`src/rtl/sescc_pkg.sv`:
```
`timescale 1ns / 1ps
package sescc_pkg;

  localparam int unsigned BW_W  = 20;
  localparam int unsigned CAP_W = 21;

  localparam logic [1:0] MODE_NONE = 2'd0;
  localparam logic [1:0] MODE_UTF8 = 2'd1;
  localparam logic [1:0] MODE_GBK  = 2'd2;
  localparam logic [1:0] MODE_RSVD = 2'd3;

  localparam logic [1:0] REG_MODE = 2'd0;
  localparam logic [1:0] REG_CAP  = 2'd1;

  localparam logic [CAP_W-1:0] CAP_RST = 21'd4096;

  localparam logic [7:0] CH_TAB  = 8'h09;
  localparam logic [7:0] CH_NL   = 8'h0A;
  localparam logic [7:0] CH_SP   = 8'h20;
  localparam logic [7:0] CH_QUOT = 8'h22;
  localparam logic [7:0] CH_APOS = 8'h27;
  localparam logic [7:0] CH_LT   = 8'h3C;
  localparam logic [7:0] CH_SL   = 8'h2F;
  localparam logic [7:0] CH_BSL  = 8'h5C;
  localparam logic [7:0] CH_QM   = 8'h3F;
  localparam logic [7:0] CH_DEL  = 8'h7F;
  localparam logic [7:0] CH_EURO = 8'h80;
  localparam logic [7:0] CH_FF   = 8'hFF;
  localparam logic [7:0] CH_T    = 8'h74;
  localparam logic [7:0] CH_N    = 8'h6E;
  localparam logic [7:0] CH_X    = 8'h78;
  localparam logic [7:0] CH_2    = 8'h32;
  localparam logic [7:0] CH_3    = 8'h33;
  localparam logic [7:0] CH_7    = 8'h37;
  localparam logic [7:0] CH_C    = 8'h43;

  typedef struct packed {
    logic [2:0]      n;
    logic [3:0][7:0] b;
  } esc_t;

  // one step worth of output: qn question marks, then sn bytes of seq
  typedef struct packed {
    logic [2:0]      qn;
    logic [2:0]      sn;
    logic [3:0][7:0] seq;
    logic            term;
    logic            too_small;
    logic [BW_W-1:0] base;
  } job_t;

  function automatic esc_t esc_f(input logic [7:0] b);
    esc_t e;
    e.n = 3'd1;
    e.b = {8'h00, 8'h00, 8'h00, b};
    if (b == CH_TAB) begin
      e.n = 3'd2;
      e.b[0] = CH_BSL;
      e.b[1] = CH_T;
    end else if (b == CH_NL) begin
      e.n = 3'd2;
      e.b[0] = CH_BSL;
      e.b[1] = CH_N;
    end else if (b < CH_SP) begin
      e.n = 3'd0;
    end else if (b == CH_QUOT || b == CH_APOS || b == CH_LT) begin
      e.n = 3'd4;
      e.b[0] = CH_BSL;
      e.b[1] = CH_X;
      e.b[2] = (b == CH_LT) ? CH_3 : CH_2;
      e.b[3] = (b == CH_QUOT) ? CH_2 : ((b == CH_APOS) ? CH_7 : CH_C);
    end else if (b == CH_SL || b == CH_BSL) begin
      e.n = 3'd2;
      e.b[0] = CH_BSL;
      e.b[1] = b;
    end
    return e;
  endfunction

endpackage

```
`src/rtl/sescc_front.sv`:
```
`timescale 1ns / 1ps
module sescc_front
  import sescc_pkg::*;
#(
  parameter int unsigned COUNT_BITS = 20
) (
  input  logic             clk_i,
  input  logic             rst_ni,
  input  logic             cfg_we_i,
  input  logic [1:0]       cfg_index_i,
  input  logic [CAP_W-1:0] cfg_data_i,
  input  logic             in_valid_i,
  output logic             in_ready_o,
  input  logic [7:0]       in_byte_i,
  input  logic             in_last_i,
  output logic             push_o,
  output job_t             job_o,
  input  logic             full_i
);

  localparam int unsigned CB = COUNT_BITS;

  function automatic logic [CB-1:0] lim_f(input logic [CAP_W-1:0] cap);
    logic [32:0] m1;
    logic [32:0] mx;
    logic [32:0] r;
    m1 = (cap == '0) ? 33'd0 : (33'(cap) - 33'd1);
    mx = (33'd1 << CB) - 33'd1;
    r = (m1 > mx) ? mx : m1;
    return r[CB-1:0];
  endfunction

  localparam logic [CB-1:0] LIM_RST = lim_f(CAP_RST);

  logic [1:0]      mode_q;
  logic [CB-1:0]   limit_q;
  logic [2:0][7:0] held_q, held_d;
  logic [1:0]      hc_q, hc_d;
  logic [2:0]      nd_q, nd_d;
  logic [CB-1:0]   wc_q, wc_d;
  logic            ovf_q, ovf_d;
  logic            ended_q;

  logic            acc;
  logic            term;
  logic [CB-1:0]   wc0;
  logic [CB:0]     diff;
  logic [3:0]      rem;
  logic [3:0]      cnt;
  logic [3:0]      avail;
  logic [3:0]      k;
  logic [2:0]      qn;
  logic [2:0]      sn;
  logic [3:0][7:0] seq;
  logic [3:0][7:0] seq_h;
  logic            do_fresh;
  esc_t            e;
  logic [32:0]     wc_ext;

  assign in_ready_o = !full_i && !cfg_we_i;
  assign acc        = in_valid_i && in_ready_o;
  assign term       = (in_byte_i == 8'h00) || in_last_i;

  always_comb begin
    wc0 = ended_q ? '0 : wc_q;
    diff = {1'b0, limit_q} - {1'b0, wc0};
    if (diff[CB]) begin
      rem = 4'd0;
    end else if (diff[CB-1:4] != '0) begin
      rem = 4'd15;
    end else begin
      rem = diff[3:0];
    end
  end

  always_comb begin
    hc_d = ended_q ? 2'd0 : hc_q;
    nd_d = ended_q ? 3'd0 : nd_q;
    ovf_d = ended_q ? 1'b0 : ovf_q;
    held_d = held_q;
    cnt = 4'd0;
    avail = 4'd0;
    k = 4'd0;
    qn = 3'd0;
    sn = 3'd0;
    seq = '0;
    do_fresh = 1'b0;
    e = esc_f(in_byte_i);
    for (int i = 0; i < 4; i++) begin
      seq_h[i] = (i < 3 && 2'(i) < hc_d) ? held_q[i[1:0]] : in_byte_i;
    end

    if (in_byte_i != 8'h00 && !ovf_d) begin
      if (hc_d != 2'd0) begin
        if (mode_q == MODE_GBK) begin
          if (in_byte_i != CH_DEL && in_byte_i > CH_QM && in_byte_i < CH_FF) begin
            hc_d = 2'd0;
            nd_d = 3'd0;
            if (4'd2 <= rem) begin
              seq = {16'h0000, in_byte_i, held_q[0]};
              sn = 3'd2;
              cnt = 4'd2;
            end else begin
              ovf_d = 1'b1;
            end
          end else begin
            do_fresh = 1'b1;
          end
        end else if (in_byte_i[7:6] == 2'b10) begin
          if ({1'b0, hc_d} + 3'd1 >= nd_d || hc_d == 2'd3) begin
            k = {2'b00, hc_d} + 4'd1;
            hc_d = 2'd0;
            nd_d = 3'd0;
            if (k <= rem) begin
              seq = seq_h;
              sn = k[2:0];
              cnt = k;
            end else begin
              ovf_d = 1'b1;
            end
          end else begin
            held_d[hc_d] = in_byte_i;
            hc_d = hc_d + 2'd1;
          end
        end else begin
          do_fresh = 1'b1;
        end
        if (do_fresh) begin
          k = {2'b00, hc_d};
          hc_d = 2'd0;
          nd_d = 3'd0;
          avail = rem;
          if (k <= avail) begin
            qn = k[2:0];
            cnt = k;
          end else begin
            qn = avail[2:0];
            cnt = avail;
            ovf_d = 1'b1;
          end
        end
      end else begin
        do_fresh = 1'b1;
      end

      if (do_fresh && !ovf_d && mode_q != MODE_RSVD) begin
        if (!in_byte_i[7]) begin
          if (e.n != 3'd0) begin
            if (cnt + {1'b0, e.n} <= rem) begin
              seq = e.b;
              sn = e.n;
              cnt = cnt + {1'b0, e.n};
            end else begin
              ovf_d = 1'b1;
              hc_d = 2'd0;
              nd_d = 3'd0;
            end
          end
        end else if (cnt + 4'd1 > rem) begin
          ovf_d = 1'b1;
          hc_d = 2'd0;
          nd_d = 3'd0;
        end else if (mode_q == MODE_NONE) begin
          seq[0] = in_byte_i;
          sn = 3'd1;
          cnt = cnt + 4'd1;
        end else if (mode_q == MODE_UTF8) begin
          if (in_byte_i[7:5] == 3'b110 || in_byte_i[7:4] == 4'hE ||
              in_byte_i[7:3] == 5'h1E) begin
            held_d[0] = in_byte_i;
            hc_d = 2'd1;
            nd_d = (in_byte_i[7:5] == 3'b110) ? 3'd2 :
                   ((in_byte_i[7:4] == 4'hE) ? 3'd3 : 3'd4);
          end else begin
            seq[0] = CH_QM;
            sn = 3'd1;
            cnt = cnt + 4'd1;
          end
        end else begin
          if (in_byte_i > CH_EURO && in_byte_i < CH_FF) begin
            held_d[0] = in_byte_i;
            hc_d = 2'd1;
            nd_d = 3'd2;
          end else begin
            seq[0] = (in_byte_i == CH_EURO) ? CH_EURO : CH_QM;
            sn = 3'd1;
            cnt = cnt + 4'd1;
          end
        end
      end
    end

    if (term) begin
      if (hc_d != 2'd0 && !ovf_d) begin
        k = {2'b00, hc_d};
        avail = rem - cnt;
        if (k <= avail) begin
          qn = qn + k[2:0];
          cnt = cnt + k;
        end else begin
          qn = qn + avail[2:0];
          cnt = cnt + avail;
          ovf_d = 1'b1;
        end
      end
      hc_d = 2'd0;
      nd_d = 3'd0;
    end

    wc_d = wc0 + CB'(cnt);
  end

  always_comb begin
    wc_ext = 33'(wc0);
    job_o.qn = qn;
    job_o.sn = sn;
    job_o.seq = seq;
    job_o.term = term;
    job_o.too_small = ovf_d;
    job_o.base = wc_ext[BW_W-1:0];
  end

  assign push_o = acc && (qn != 3'd0 || sn != 3'd0 || term);

  always_ff @(posedge clk_i or negedge rst_ni) begin
    if (!rst_ni) begin
      mode_q <= MODE_NONE;
      limit_q <= LIM_RST;
      hc_q <= 2'd0;
      nd_q <= 3'd0;
      wc_q <= '0;
      ovf_q <= 1'b0;
      ended_q <= 1'b0;
    end else if (cfg_we_i) begin
      if (cfg_index_i == REG_MODE) begin
        mode_q <= cfg_data_i[1:0];
        hc_q <= 2'd0;
        nd_q <= 3'd0;
      end else if (cfg_index_i == REG_CAP) begin
        limit_q <= lim_f(cfg_data_i);
      end
    end else if (acc) begin
      hc_q <= hc_d;
      nd_q <= nd_d;
      wc_q <= wc_d;
      ovf_q <= ovf_d;
      ended_q <= term;
    end
  end

  always_ff @(posedge clk_i) begin
    if (acc) begin
      held_q <= held_d;
    end
  end

  a_hold_mode: assert property (@(posedge clk_i) disable iff (!rst_ni)
    (hc_q != 2'd0) |-> ((mode_q == MODE_UTF8 || mode_q == MODE_GBK) && !ovf_q))
    else $error("bytes held outside a checking mode or after overflow");

  a_zero_ends: assert property (@(posedge clk_i) disable iff (!rst_ni)
    (acc && in_byte_i == 8'h00) |=> (ended_q && hc_q == 2'd0))
    else $error("zero byte did not end the string");

endmodule

```
`src/rtl/sescc_fifo.sv`:
```
`timescale 1ns / 1ps
module sescc_fifo
  import sescc_pkg::*;
(
  input  logic clk_i,
  input  logic rst_ni,
  input  logic push_i,
  input  job_t job_i,
  output logic full_o,
  output logic valid_o,
  output job_t job_o,
  input  logic pop_i
);

  job_t [1:0] mem_q;
  logic       wr_q;
  logic       rd_q;
  logic [1:0] cnt_q;

  assign full_o  = (cnt_q == 2'd2);
  assign valid_o = (cnt_q != 2'd0);
  assign job_o   = mem_q[rd_q];

  always_ff @(posedge clk_i or negedge rst_ni) begin
    if (!rst_ni) begin
      wr_q <= 1'b0;
      rd_q <= 1'b0;
      cnt_q <= 2'd0;
    end else begin
      if (push_i) begin
        wr_q <= !wr_q;
      end
      if (pop_i) begin
        rd_q <= !rd_q;
      end
      cnt_q <= cnt_q + {1'b0, push_i} - {1'b0, pop_i};
    end
  end

  always_ff @(posedge clk_i) begin
    if (push_i) begin
      mem_q[wr_q] <= job_i;
    end
  end

  a_flow: assert property (@(posedge clk_i) disable iff (!rst_ni)
    (cnt_q <= 2'd2) && !(pop_i && cnt_q == 2'd0) && !(push_i && cnt_q == 2'd2))
    else $error("queue overrun or underrun");

endmodule

```
`src/rtl/sescc_back.sv`:
```
`timescale 1ns / 1ps
module sescc_back
  import sescc_pkg::*;
(
  input  logic            clk_i,
  input  logic            rst_ni,
  input  logic            valid_i,
  input  job_t            job_i,
  output logic            pop_o,
  output logic            out_valid_o,
  input  logic            out_ready_i,
  output logic [7:0]      out_byte_o,
  output logic            run_end_o,
  output logic            string_end_o,
  output logic            too_small_o,
  output logic [BW_W-1:0] bytes_written_o
);

  logic [2:0] idx_q;
  logic [3:0] ndata;
  logic       is_data;
  logic       last_res;
  logic [2:0] sidx;
  logic       fire;

  assign ndata    = {1'b0, job_i.qn} + {1'b0, job_i.sn};
  assign is_data  = ({1'b0, idx_q} < ndata);
  assign last_res = job_i.term ? !is_data : ({1'b0, idx_q} + 4'd1 == ndata);
  assign sidx     = idx_q - job_i.qn;
  assign fire     = valid_i && out_ready_i;

  assign out_valid_o     = valid_i;
  assign out_byte_o      = !is_data ? 8'h00 :
                           ((idx_q < job_i.qn) ? CH_QM : job_i.seq[sidx[1:0]]);
  assign run_end_o       = last_res;
  assign string_end_o    = !is_data;
  assign too_small_o     = !is_data && job_i.too_small;
  assign bytes_written_o = job_i.base + BW_W'(idx_q) + BW_W'(is_data);
  assign pop_o           = fire && last_res;

  always_ff @(posedge clk_i or negedge rst_ni) begin
    if (!rst_ni) begin
      idx_q <= 3'd0;
    end else if (fire) begin
      idx_q <= last_res ? 3'd0 : idx_q + 3'd1;
    end
  end

  a_idx_range: assert property (@(posedge clk_i) disable iff (!rst_ni)
    valid_i |-> ({1'b0, idx_q} <= ndata && (is_data || job_i.term)))
    else $error("result index ran past its job");

endmodule

```
`src/rtl/string_escape_with_charset_check.sv`:
```
`timescale 1ns / 1ps
// channel   dir  handshake                     payload
// s_axis    in   s_axis_tvalid/tready          tdata in_byte, tlast in_last
// m_axis    out  m_axis_tvalid/tready          tdata out_byte, bytes_written
//                                              tlast run_end
//                                              tuser string_end, too_small
// cfg       in   cfg_valid/cfg_ready           cfg_index, cfg_data
//
// the front takes one input beat per cycle while the two-entry job queue has
// room and no cfg write is under way; each input beat yields 0 to 8 result
// bytes for the single-byte output port; only beats with at most one result keep
// full input rate; cfg_ready is always high and a write holds off input
// reset clears mode to 0, capacity to 4096, counts, flags and the queue
// a stalled output holds its beat; input stalls when the queue is full or on a write
module string_escape_with_charset_check
  import sescc_pkg::*;
#(
  parameter int unsigned COUNT_BITS = 20
) (
  input  logic        clk_i,
  input  logic        rst_ni,
  input  logic        s_axis_tvalid_i,
  output logic        s_axis_tready_o,
  input  logic [7:0]  s_axis_tdata_i,   // in_byte
  input  logic        s_axis_tlast_i,
  output logic        m_axis_tvalid_o,
  input  logic        m_axis_tready_i,
  output logic [31:0] m_axis_tdata_o,   // out_byte, bytes_written, zero fill
  output logic        m_axis_tlast_o,
  output logic [1:0]  m_axis_tuser_o,   // string_end, too_small
  input  logic        cfg_valid_i,
  output logic        cfg_ready_o,
  input  logic [1:0]  cfg_index_i,
  input  logic [20:0] cfg_data_i
);

  logic            push;
  logic            full;
  logic            q_valid;
  logic            pop;
  job_t            job_in;
  job_t            job_head;
  logic [7:0]      out_byte;
  logic            string_end;
  logic            too_small;
  logic [BW_W-1:0] bytes_written;

  assign cfg_ready_o = 1'b1;

  sescc_front #(
    .COUNT_BITS(COUNT_BITS)
  ) u_front (
    .clk_i      (clk_i),
    .rst_ni     (rst_ni),
    .cfg_we_i   (cfg_valid_i),
    .cfg_index_i(cfg_index_i),
    .cfg_data_i (cfg_data_i),
    .in_valid_i (s_axis_tvalid_i),
    .in_ready_o (s_axis_tready_o),
    .in_byte_i  (s_axis_tdata_i),
    .in_last_i  (s_axis_tlast_i),
    .push_o     (push),
    .job_o      (job_in),
    .full_i     (full)
  );

  sescc_fifo u_fifo (
    .clk_i  (clk_i),
    .rst_ni (rst_ni),
    .push_i (push),
    .job_i  (job_in),
    .full_o (full),
    .valid_o(q_valid),
    .job_o  (job_head),
    .pop_i  (pop)
  );

  sescc_back u_back (
    .clk_i          (clk_i),
    .rst_ni         (rst_ni),
    .valid_i        (q_valid),
    .job_i          (job_head),
    .pop_o          (pop),
    .out_valid_o    (m_axis_tvalid_o),
    .out_ready_i    (m_axis_tready_i),
    .out_byte_o     (out_byte),
    .run_end_o      (m_axis_tlast_o),
    .string_end_o   (string_end),
    .too_small_o    (too_small),
    .bytes_written_o(bytes_written)
  );

  assign m_axis_tdata_o = {4'h0, bytes_written, out_byte};
  assign m_axis_tuser_o = {too_small, string_end};

endmodule
```
`config.mk`:
```
export PLATFORM = sky130hd
export DESIGN_NAME = string_escape_with_charset_check
export DESIGN_NICKNAME = d
export VERILOG_FILES = /design/src/rtl/sescc_pkg.sv /design/src/rtl/sescc_front.sv /design/src/rtl/sescc_fifo.sv /design/src/rtl/sescc_back.sv /design/src/rtl/string_escape_with_charset_check.sv
export SDC_FILE = /design/constraint.sdc
export NUM_CORES = 1
export LEC_CHECK = 0
export BUFFER_PORTS_ARGS = -buffer_cell sky130_fd_sc_hd__buf_2
export CAP_MARGIN = 20
export CORE_ASPECT_RATIO = 1.1
export CORE_MARGIN = 3
export CORE_UTILIZATION = 40
export CTS_CLUSTER_SIZE = 14
export DETAILED_ROUTE_END_ITERATION = 6
export GPL_ROUTABILITY_DRIVEN = 0
export PLACE_DENSITY_LB_ADDON = 0.1
export SLEW_MARGIN = 5
export SYNTH_ARGS = -nofsm -noshare
export SYNTH_HDL_FRONTEND = slang
export SYNTH_SLANG_ARGS = --single-unit
```
`constraint.sdc`:
```
create_clock -name clk_i -period 17 [get_ports clk_i]
set_input_delay 3.4 -clock clk_i [delete_from_list [all_inputs] [get_ports clk_i]]
set_output_delay 3.4 -clock clk_i [all_outputs]
set_load 0.05 [all_outputs]
```
==> key figures <==
Outcome
  • Outcome: completed

Pwr
  • Leakage: 5.878 nW
  • Comb power frac: 50.9%
  • Sequential share of power: 29.9%
  • Switching power: 0.001007 W
  • Worst vdd ir: 121.4 uV
  • Power per cell area: 146.5 mW/mm2
  • Sw frac: 46.75%
  • P_int: 0.001147 W
  • Clock Power Share: 19.2%

Worst hold path
  • Hold Path Sink: u_front.wc_q[0]
  • Min-delay src: u_front.wc_q[0]
  • Hold Crit Depth: 2
  • Hold/Removal Path Class: reg2reg

STA
  • Setup violators final: 0
  • F_max: 67.10 MHz
  • Tmin final: 14900 ps
  • WHS: 474.7 ps
  • Final Slew Violations: 0
  • Final TNS setup: 0 ps
  • Tightest slew margin relative to the limit: 33.72%
  • Worst Setup Slack, final: 2097 ps
  • Fin crit share: 87.67%
  • RSZ-0062 raised after global routing: no
  • Setup Skew: 15.85 ps
  • Final-report hold violation count: 0
  • Slew @ Worst Pin: 985.1 ps

Worst setup path
  • FF-to-FF setup slack: 2380 ps
  • Critical Path Source Type: input port
  • Crit path DAT: 15240 ps
  • R2R depth: 55
  • Critical-path top delay cell: a2111oi_1
  • Slowest cell delay on critical path: 720 ps
  • Max FO, Critical Path: 25
  • FF-to-FF End: u_front.wc_q[18]
  • WP data required: 17330 ps
  • Critical path endpoint category: flip-flop
  • R2r startpoint: u_front.ended_q
  • Crit path kind: in2reg
  • Most used cell along the critical path: ha_1

Die
  • Row count: 69
  • I/O pin count: 75
  • Die span in y: 197.6 um
  • Full die area: 0.03561 mm2
  • Initial core utilization: 40.92%
  • Die W: 180.2 um
  • Core Area: 0.03263 mm2

Clocking
  • CTS max path bufs: 2
  • Clock root buffer master: clkbuf_16
  • Clk pin slew, worst setup/hold paths: 80 ps
  • Sink Count: 200
  • H-tree depth: 4
  • Skew-Pair Late Insertion Delay: 460 ps
  • CTS tree: yes
  • Post-cts resize count: 0
  • CTS Hold Bufs: 0
  • Post-CTS Setup Bufs: 0
  • Total CTS buffers: 17

Global routing
  • First-pass GRT wire length: 55010 um
  • Initial antenna violation count: 0
  • Tot GR Track Use: 19.29%
  • Gr ovfl total: 0
  • Largest net degree at the start of global routing: 61
  • Vias in the first global route: 9738

Yosys
  • Ys flop type: edfxtp_1
  • Register area share after synthesis: 42.99%
  • Simple-gate portion of the synthesized area: 16.98%
  • Mapped Area: 0.01335 mm2
  • #FFs+latches synth: 200
  • Count of different cell masters after synthesis: 80
  • Yosys warning total: 0
  • Asr flop ratio synth: 28.00%
  • Post-synthesis compound-gate area fraction: 16.02%
  • Synth top area share: 32.38%
  • Most frequent cells after synthesis: 157 x nand2_1, 144 x edfxtp_1, 104 x a21oi_1
  • Top post-synthesis cells by area: edfxtp_1 32%, dfrtp_1 8.2%, ha_1 7.2%, nand2_1 4.4%, a21oi_1 3.9%
  • EDFF count, synth: 144
  • Mux cell area share after synthesis: 6.381%
  • Post-Synth Adder-Cell Area: 8.564%
  • Synth Instances: 1351
  • Syn avg cell area: 9.884 um2
  • Largest area contributor in the netlist: edfxtp_1
  • Top-count cell post-synth: nand2_1
  • XOR/XNOR share of the synthesized area: 5.182%
  • Main combinational cell family by area after synthesis: simple AND/OR/NAND/NOR gates

Drt
  • Initial drt markers: 841
  • Remaining DRCs: 0
  • Drt pass-1 iters: 5
  • Number of antenna-violating nets in the routed design: 0
  • WL final: 33990 um
  • Vias per cell: 5.574
  • DR WL/cell: 18.52 um
  • Via count: 10230

Layout
  • Post-route cell area: 0.01470 mm2
  • Final Non-Filler Cells: 1836
  • Ratio of cells with drive above 1 in the final layout: 13.55%
  • Diode count: 0
  • Area growth syn-to-layout: 10.10%
  • Filler instances: 3098
  • Layout Nets: 1520

Place
  • Place WS: 1777 ps
  • Placed Cells incl. Taps: 1803
  • Final HPWL DP: 25470 um
  • Dpl cell area: 0.01409 mm2
  • I/O Buffers: 69

Flow run
  • Max cap viols: 0
[worst max-delay path: cells and delay by family]
kind,cells,cell delay [ps]
buffers and inverters,3,630
XOR/XNOR,1,150
adder cells (fa/ha/maj),9,3290
AND/OR/NAND/NOR,19,4170
AO/OA/AOI/OAI,13,2900
multiplexers,3,660
[power groups by stage]
stage	Combinational (W)	Sequential, W	Clock, W
floorplan	0.000893	0.000632	0
global placement	0.00109	0.000654	0
detailed placement	0.00110	0.000655	0
CTS	0.00110	0.000645	0.000425
global route	0.00120	0.000652	0.000445
finish	0.00110	0.000643	0.000413
[worst max path at each step]
stage | startpoint | to | slack [ps] | cells after the start
after floorplan | s_axis_tdata_i[2] | u_fifo.mem_q[0] | 2530 | 39
after global placement | s_axis_tdata_i[7] | u_front.wc_q[18] | 2020 | 48
after detailed placement | s_axis_tdata_i[7] | u_front.wc_q[18] | 1780 | 48
after CTS | s_axis_tdata_i[7] | u_front.wc_q[18] | 2200 | 48
after global routing | s_axis_tdata_i[7] | u_front.wc_q[18] | 1180 | 48
final | s_axis_tdata_i[7] | u_front.wc_q[18] | 2100 | 48
[registers in the layout, indices dropped and copies added (netlist names), 2 cells and up]
register         flops
u_fifo.mem_q       120
u_front.held_q      24
u_front.limit_q     20
u_front.wc_q        20
u_back.idx_q         3
u_front.nd_q         3
u_fifo.cnt_q         2
u_front.hc_q         2
u_front.mode_q       2
[kinds of logic (layout without fill, tap and decap cells)]
family / after synthesis / count (layout)
buf+inv: 125 / 180
mux: 62 / 62
xor+xnor: 79 / 79
fa+ha+maj: 86 / 86
simple gates: 466 / 466
other cells: 2 / 6
flops: 200 / 200
compound gates: 331 / 331
[area by class of cell]
cell class,instances,area [um2],share of cell area [%]
repair buffers,82,440.4,2.996
clock buffers,17,425.4,2.894
well taps,426,533.0,3.626
clock inverters,15,180.2,1.226
inverters,66,247.7,1.685
multi-input cells,1030,7133,48.52
flip-flops and latches,200,5742,39.06
[cells in the final DEF, fill, tap and decap left out, types with 19 or more instances in the layout]
cell	instances
nand3_1	26
nand2_1	157
nand2b_1	35
xnor2_1	42
a21oi_1	104
dfrtp_1	43
and3_1	20
mux2i_1	21
o21ai_0	73
a21o_1	19
inv_1	66
nor2b_1	36
buf_2	70
mux2_2	25
ha_1	77
edfxtp_1	144
nor2_1	95
nor3_1	23
xor2_1	37
[layer usage]
metal	up-vias	GRT usage, %	wire, um
li1	5032	-	-
met1	4900	29.56	17350
met2	267	28.65	14420
met3	35	3.057	1745
met4	0	4.663	474
met5	-	0	0
[stage by stage]
stage	total power (W)	util [%]
after floorplan	0.001526	-
after global placement	0.001749	43.16
after detailed placement	0.001756	43.17
after CTS	0.002174	45.03
after global routing	0.002300	45.05
final	0.002153	45.05
No activity file was read; power rests on OpenSTA's default activity.
